File: src/srpq_pkg.sv
package srpq_pkg;

	localparam int unsigned DEPTH_DEF        = 16;
	localparam int unsigned KEY_BITS_DEF     = 16;
	localparam int unsigned PAYLOAD_BITS_DEF = 32;

	typedef enum logic {
		OP_INSERT = 1'b0,
		OP_REMOVE = 1'b1
	} op_t;

	typedef enum logic [1:0] {
		ST_OK    = 2'd0,
		ST_EMPTY = 2'd1,
		ST_FULL  = 2'd2
	} status_t;

	// broadcast to every cell of the row
	typedef struct packed {
		logic insert_en;
		logic remove_en;
	} cell_cmd_t;

endpackage

File: src/srpq_item_if.sv
interface srpq_item_if import srpq_pkg::*; #(
	parameter int unsigned KEY_BITS     = KEY_BITS_DEF,
	parameter int unsigned PAYLOAD_BITS = PAYLOAD_BITS_DEF
);
	logic                    valid;
	logic                    ready;
	op_t                     operation;
	logic [KEY_BITS-1:0]     seq_key;
	logic [PAYLOAD_BITS-1:0] payload_in;

	modport source (output valid, operation, seq_key, payload_in, input ready);
	modport sink (input valid, operation, seq_key, payload_in, output ready);
endinterface

File: src/srpq_result_if.sv
interface srpq_result_if import srpq_pkg::*; #(
	parameter int unsigned PAYLOAD_BITS = PAYLOAD_BITS_DEF,
	parameter int unsigned COUNT_BITS   = $clog2(DEPTH_DEF + 1)
);
	logic                    valid;
	logic                    ready;
	logic [PAYLOAD_BITS-1:0] payload_out;
	status_t                 status;
	logic [COUNT_BITS-1:0]   entry_count;

	modport source (output valid, payload_out, status, entry_count, input ready);
	modport sink (input valid, payload_out, status, entry_count, output ready);
endinterface

File: src/srpq_cell.sv
module srpq_cell import srpq_pkg::*; #(
	parameter int unsigned KEY_BITS     = KEY_BITS_DEF,
	parameter int unsigned PAYLOAD_BITS = PAYLOAD_BITS_DEF
) (
	input  logic                    clk,
	input  cell_cmd_t               cmd,
	input  logic                    occupied,
	input  logic [KEY_BITS-1:0]     new_key,
	input  logic [PAYLOAD_BITS-1:0] new_payload,
	input  logic                    left_take,
	input  logic [KEY_BITS-1:0]     left_key,
	input  logic [PAYLOAD_BITS-1:0] left_payload,
	input  logic [KEY_BITS-1:0]     right_key,
	input  logic [PAYLOAD_BITS-1:0] right_payload,
	output logic                    take,
	output logic [KEY_BITS-1:0]     key,
	output logic [PAYLOAD_BITS-1:0] payload
);

	logic [KEY_BITS-1:0]     key_q;
	logic [PAYLOAD_BITS-1:0] payload_q;

	// new entry lands at or before this cell: free slot or key not smaller
	assign take    = !occupied || (key_q >= new_key);
	assign key     = key_q;
	assign payload = payload_q;

	always_ff @(posedge clk) begin
		if (cmd.insert_en && take) begin
			if (left_take) begin
				key_q     <= left_key;
				payload_q <= left_payload;
			end else begin
				key_q     <= new_key;
				payload_q <= new_payload;
			end
		end else if (cmd.remove_en) begin
			key_q     <= right_key;
			payload_q <= right_payload;
		end
	end

endmodule

File: src/sequence_reorder_priority_queue_top.sv
// sorted min-priority queue for putting received packets back in sequence order
//
// items channel (sink): operation, seq_key, payload_in. an insert stores the
// key and payload handle in sorted position, newest first among equal keys;
// a remove hands back the payload of the entry with the smallest key
// results channel (source): payload_out, status, entry_count, one per item.
// status is ok, empty (remove with nothing held) or full (insert dropped)
//
// entries live in a row of DEPTH cells, slot 0 at the head. every cell
// compares the broadcast key with its own and then loads from its left
// neighbour, the new entry or its right neighbour, all in one compare-and-shift step
// the result is valid the cycle after the item transfer
// throughput: one item per cycle, set by the single compare-and-shift step
// of the cell row; the result register frees as its transfer completes
// a stalled receiver holds the result and blocks further item transfers
// reset empties the queue (occupancy zero) and marks the result register empty;
// cell contents are left as they are and never read until written
module sequence_reorder_priority_queue_top import srpq_pkg::*; #(
	parameter int unsigned DEPTH        = DEPTH_DEF,
	parameter int unsigned KEY_BITS     = KEY_BITS_DEF,
	parameter int unsigned PAYLOAD_BITS = PAYLOAD_BITS_DEF
) (
	input  logic          clk,
	input  logic          arst_n,
	srpq_item_if.sink     items,
	srpq_result_if.source results
);

	localparam int unsigned COUNT_BITS = $clog2(DEPTH + 1);

	logic [COUNT_BITS-1:0]   count_q;
	logic                    res_valid_q;
	logic [PAYLOAD_BITS-1:0] res_payload_q;
	status_t                 res_status_q;
	logic [COUNT_BITS-1:0]   res_count_q;

	logic      accept;
	logic      full;
	logic      empty;
	cell_cmd_t cmd;

	// neighbour chains across the row; take has an extra head entry
	logic [DEPTH:0]          take_chain;
	logic [KEY_BITS-1:0]     key_chain     [DEPTH];
	logic [PAYLOAD_BITS-1:0] payload_chain [DEPTH];

	// the result register parts the two sides: refill as it drains
	assign items.ready = !res_valid_q || results.ready;
	assign accept      = items.valid && items.ready;

	assign full  = (count_q == COUNT_BITS'(DEPTH));
	assign empty = (count_q == '0);

	always_comb begin
		cmd.insert_en = accept && (items.operation == OP_INSERT) && !full;
		cmd.remove_en = accept && (items.operation == OP_REMOVE) && !empty;
	end

	// no cell to the left of the head
	assign take_chain[0] = 1'b0;

	for (genvar i = 0; i < DEPTH; i++) begin : g_cell
		localparam int unsigned RIGHT = (i + 1 < DEPTH) ? i + 1 : i;

		logic occupied;

		assign occupied = (COUNT_BITS'(i) < count_q);

		srpq_cell #(
			.KEY_BITS     (KEY_BITS),
			.PAYLOAD_BITS (PAYLOAD_BITS)
		) u_cell (
			.clk           (clk),
			.cmd           (cmd),
			.occupied      (occupied),
			.new_key       (items.seq_key),
			.new_payload   (items.payload_in),
			.left_take     (take_chain[i]),
			.left_key      (key_chain[(i > 0) ? i - 1 : 0]),
			.left_payload  (payload_chain[(i > 0) ? i - 1 : 0]),
			.right_key     (key_chain[RIGHT]),
			.right_payload (payload_chain[RIGHT]),
			.take          (take_chain[i+1]),
			.key           (key_chain[i]),
			.payload       (payload_chain[i])
		);
	end

	// occupancy
	always_ff @(posedge clk or negedge arst_n) begin
		if (!arst_n) begin
			count_q <= '0;
		end else if (cmd.insert_en) begin
			count_q <= count_q + COUNT_BITS'(1);
		end else if (cmd.remove_en) begin
			count_q <= count_q - COUNT_BITS'(1);
		end
	end

	// result register
	always_ff @(posedge clk or negedge arst_n) begin
		if (!arst_n) begin
			res_valid_q <= 1'b0;
		end else if (accept) begin
			res_valid_q <= 1'b1;
		end else if (results.ready) begin
			res_valid_q <= 1'b0;
		end
	end

	always_ff @(posedge clk) begin
		if (accept) begin
			if (items.operation == OP_INSERT) begin
				res_payload_q <= '0;
				if (full) begin
					res_status_q <= ST_FULL;
					res_count_q  <= count_q;
				end else begin
					res_status_q <= ST_OK;
					res_count_q  <= count_q + COUNT_BITS'(1);
				end
			end else begin
				if (empty) begin
					res_payload_q <= '0;
					res_status_q  <= ST_EMPTY;
					res_count_q   <= count_q;
				end else begin
					res_payload_q <= payload_chain[0];
					res_status_q  <= ST_OK;
					res_count_q   <= count_q - COUNT_BITS'(1);
				end
			end
		end
	end

	assign results.valid       = res_valid_q;
	assign results.payload_out = res_payload_q;
	assign results.status      = res_status_q;
	assign results.entry_count = res_count_q;

endmodule

File: src/flat_wrapper.sv
// flat-port wrapper written by rule: the top's interface ports become plain ports
module sequence_reorder_priority_queue_top_flat import srpq_pkg::*;
#(
	parameter int unsigned DEPTH        = DEPTH_DEF,
	parameter int unsigned KEY_BITS     = KEY_BITS_DEF,
	parameter int unsigned PAYLOAD_BITS = PAYLOAD_BITS_DEF
)
  (clk, arst_n, items_valid, items_operation, items_seq_key, items_payload_in, items_ready, results_valid, results_payload_out, results_status, results_entry_count, results_ready);
  srpq_item_if #(.KEY_BITS(KEY_BITS), .PAYLOAD_BITS(PAYLOAD_BITS)) items_i ();
  srpq_result_if #(.PAYLOAD_BITS(PAYLOAD_BITS)) results_i ();
  input  logic clk;
  input  logic arst_n;
  input wire logic [$bits(items_i.valid)-1:0] items_valid;
  input wire logic [$bits(items_i.operation)-1:0] items_operation;
  input wire logic [$bits(items_i.seq_key)-1:0] items_seq_key;
  input wire logic [$bits(items_i.payload_in)-1:0] items_payload_in;
  output wire logic [$bits(items_i.ready)-1:0] items_ready;
  output wire logic [$bits(results_i.valid)-1:0] results_valid;
  output wire logic [$bits(results_i.payload_out)-1:0] results_payload_out;
  output wire logic [$bits(results_i.status)-1:0] results_status;
  output wire logic [$bits(results_i.entry_count)-1:0] results_entry_count;
  input wire logic [$bits(results_i.ready)-1:0] results_ready;
  assign items_i.valid = items_valid;
  assign items_i.operation = items_operation;
  assign items_i.seq_key = items_seq_key;
  assign items_i.payload_in = items_payload_in;
  assign items_ready = items_i.ready;
  assign results_valid = results_i.valid;
  assign results_payload_out = results_i.payload_out;
  assign results_status = results_i.status;
  assign results_entry_count = results_i.entry_count;
  assign results_i.ready = results_ready;
  sequence_reorder_priority_queue_top #(.DEPTH(DEPTH), .KEY_BITS(KEY_BITS), .PAYLOAD_BITS(PAYLOAD_BITS)) u_core (.clk(clk), .arst_n(arst_n), .items(items_i), .results(results_i));
endmodule
File: config.mk
export PLATFORM = sky130hd
export DESIGN_NAME = sequence_reorder_priority_queue_top_flat
export DESIGN_NICKNAME = d
export VERILOG_FILES = /design/src/srpq_pkg.sv /design/src/srpq_item_if.sv /design/src/srpq_result_if.sv /design/src/srpq_cell.sv /design/src/sequence_reorder_priority_queue_top.sv /design/src/flat_wrapper.sv
export SDC_FILE = /design/constraint.sdc
export NUM_CORES = 2
export LEC_CHECK = 0
export BUFFER_PORTS_ARGS = -buffer_cell sky130_fd_sc_hd__buf_2
export CAP_MARGIN = 0
export CORE_ASPECT_RATIO = 1.2
export CORE_MARGIN = 1
export CORE_UTILIZATION = 45
export CTS_CLUSTER_SIZE = 14
export DETAILED_ROUTE_END_ITERATION = 8
export HOLD_SLACK_MARGIN = 0.1
export PLACE_DENSITY = 0.6
export SYNTH_ARGS = -nofsm -noshare
export SYNTH_HDL_FRONTEND = slang
export SYNTH_SLANG_ARGS = --single-unit
File: constraint.sdc
create_clock -name clk -period 8.22 [get_ports clk]
set_input_delay 2.466 -clock clk [delete_from_list [all_inputs] [get_ports clk]]
set_output_delay 2.466 -clock clk [all_outputs]
set_load 0.05 [all_outputs]
==> impl_metrics.csv <==
group,metric,value,unit
run_status,run_status,"finished, final reports clean",
sta,setup_tns,0,ps
worst_hold_path,hold_end,"u_core.results.valid",
synthesis,synth.distinct_cells,61,
cts,clk_latency,690,ps
cts,cts.sinks,813,
power,p_leak,19.2,nW
cts,cts_setup_buffers,0,
layout,multiInputGateArea,21300,sq um
synthesis,synth.avg_cell_area,11.5,sq um
layout,nFillCells,9260,
place,io_buffers,93,
floorplan,initial_core_util,45.6,%
synthesis,synth-async-reset-ratio,0.738,%
setup_path,crit_arrival,6690,ps
layout,layout_common_cells,"807 x edfxtp_1, 690 x a21oi_1, 486 x mux2i_1, 444 x o21ai_0, 270 x mux2_2",
sta,fmax,159,MHz
power,peakVddDrop,0.221,mV
floorplan,row_count,129,
grt,antenna_found_initial,2,
sta,slew_viol_final,0,
synthesis,syn-cell-area,47100,sq um
worst_hold_path,hp-class,"reg2reg",
setup_path,cp.required,8610,ps
setup_path,crit_fanout,28,
synthesis,syn_nets,4420,
power,power_density,283,nW/um^2
sta,slew_headroom,15.9,%
sta,min_period_over_period,76.6,%
place,dp_hpwl,89.3,mm
layout,antenna_cells,0,
drt,drt-wirelength-per-cell,27.2,um
cts,cts.path.max_buffers,3,
power,finalPower,14.6,mW
grt,grt_overflow,0,
sta,fin_crit,6300,ps
floorplan,ios,94,
cts,ctsResizeCount,0,
layout,final_common_cell,"edfxtp_1",
grt,grt_max_degree,112,
sta,tightest_slew,1260,ps
cts,cts.clk_slew.worst_paths,60,ps
setup_path,r2r_end,"u_core.g_cell[2].u_cell.payload[17]",
drt,remaining_drc_errors,0,
flow_run,drv_cap,0,
synthesis,synth-edff-count,807,
grt,grt_usage,27.4,%
synthesis,ys_seq_area_share,51.7,%
synthesis,ys_warn_count,0,
grt,grt_pass1_wl,222,mm
sta,setup_violations,0,
cts,cts_max_level,3,
floorplan,core_area,103000,sq um
worst_hold_path,hold_depth,2,
synthesis,synthFlopType,"edfxtp_1",
setup_path,rrSetupSlack,3170,ps
synthesis,synthCells,4108,
sta,hold_violations,0,
cts,cts_buffers,90,
layout,layout-drive-gt1-share,15.3,%
setup_path,r2r-start,"u_core.count_q[1]",
drt,antenna_left,0,
layout,syn2layout_area_growth,9.52,%
floorplan,dieArea,106000,sq um
setup_path,startpoint_type,"input port",
drt,dr.pass1.iters,6,
drt,via_count,34900,
setup_path,cp-end-kind,"flip-flop",
cts,cts_hold_buf,0,
cts,cts_tree,"done",
drt,routed_wl,148,mm
setup_path,r2r_cells,9,
layout,nNetsFinal,4304,
setup_path,path_class,"in2reg",
floorplan,die_h,357,um
sta,skew,30.8,ps
sta,rsz0062_at_grt,"false",
layout,seq_area,24400,sq um
place,gp_congestion,0.910,
grt,grt_pass1_vias,34700,
drt,drt_iter0_markers,3470,
worst_hold_path,hp-start,"u_core.results.valid",
floorplan,dieWidth,297,um
synthesis,synth-seq-cells,813,
cts,cts_root_buffer,"clkbuf_16",
drt,avgViaCountPerCell,6.42,
[worst max path at each step]
stage,startpoint,endpoint
CTS,items_seq_key[15],u_core.g_cell[12].u_cell.payload[6]
detailed placement,items_seq_key[15],u_core.g_cell[12].u_cell.payload[7]
finish,items_seq_key[15],u_core.g_cell[12].u_cell.payload[7]
global placement,items_seq_key[15],u_core.g_cell[12].u_cell.payload[7]
global route,items_seq_key[13],u_core.g_cell[12].u_cell.payload[7]
floorplan,results_ready,u_core.g_cell[14].u_cell.key[0]
[where the power goes]
group / leakage, nW / switching, mW / total, mW / internal (mW)
sequential: 7.61 / 0.397 / 5.83 / 5.43
clock: 1.40 / 1.80 / 4.03 / 2.23
combinational: 10.2 / 3.09 / 4.77 / 1.69
total: 19.2 / 5.29 / 14.6 / 9.34
[kinds of logic (layout without fill, tap and decap cells)]
logic type,Yosys count,after routing,share of synthesized area [%]
AO/OA/AOI/OAI,1414,1414,16.2
XOR/XNOR,5,5,0.0929
adder cells (fa/ha/maj),259,259,6.87
buffers and inverters,420,379,3.64
flip-flops,813,813,51.7
multiplexers,756,756,16.8
AND/OR/NAND/NOR,441,441,4.65
[per-stage QoR]
step | hold WS [ps] | cell area (sq um) | std cells | setup slack, ps | util [%]
final | 528 | 51600 | 5442 | 1920 | 49.9
after global routing | 549 | 51600 | 5442 | 1790 | 49.9
after CTS | 540 | 51600 | 5442 | 1920 | 49.9
after detailed placement | 524 | 48800 | 5275 | 1210 | 47.1
after global placement | 511 | 48800 | 5275 | 1210 | 47.1
after floorplan | 524 | 47100 | 4108 | 681 | -
[routing by layer]
metal  vias to the layer above  track usage (%)  wire length [um]
met4                         0             12.1              6240
met2                      1331             47.0             72500
li1                      15600                -                 -
met3                       315             3.78              9530
met5                         -                0                 0
met1                     17700             34.4             59600
[worst max-delay path, cell delays in order]
cell,delay (ps)
buf_2,230
inv_1,760
ha_1,380
nand4_1,190
nor3_1,120
a2111oi_0,590
o211ai_1,280
and2_2,270
nand2b_2,800
buf_4,540
[synthesized netlist by cell type (4+ instances only)]
cell       instances  share of area (%)
and2_1            41               0.54
a31oi_1          154                2.0
nand2_1           55               0.44
dfrtp_1            6               0.32
nor3b_1            4              0.064
a211o_1            7               0.13
and4_1             8               0.15
edfxtp_1         807                 51
nand4_1           27               0.36
nand3_1          115                1.2
nand2b_1          35               0.46
a211oi_1          14               0.22
a221o_1            5               0.11
a2111o_1           6               0.14
a21o_1            35               0.56
nor2b_1            5              0.066
and3_1             8               0.11
a21oi_1          694                7.4
nor2_1           123               0.98
a2111oi_0          5              0.093
o21a_1             8               0.13
clkbuf_1         260                2.1
nor3_1             8              0.085
mux2i_1          486                 10
o21ai_0          445                4.7
a221oi_1           7               0.13
mux2_2           270                6.5
buf_2             71               0.75
ha_1             259                6.9
inv_1             39               0.31
o211ai_1           7               0.11
a21boi_0           4              0.064
buf_1             43               0.34
buf_6              6               0.14
[cell type report]
cell class              count  area share [%]
inverters                  39           0.284
clock inverters            57           0.916
flip-flops and latches    813            47.2
multi-input cells        2875            41.2
clock buffers             110            4.61
well taps                1375            3.33
repair buffers            173            2.38
[sequential cells by signal, summed over array words and instances, names as in the netlist]
| signal | cells |
|---|---|
| u_core.g_cell.u_cell.payload | 512 |
| u_core.g_cell.u_cell.key | 256 |
| u_core.results.payload_out | 32 |
| u_core.count_q | 5 |
| u_core.results.entry_count | 5 |
| u_core.results.status | 2 |
| u_core.results.valid | 1 |
No activity file was read; power rests on OpenSTA's default activity.
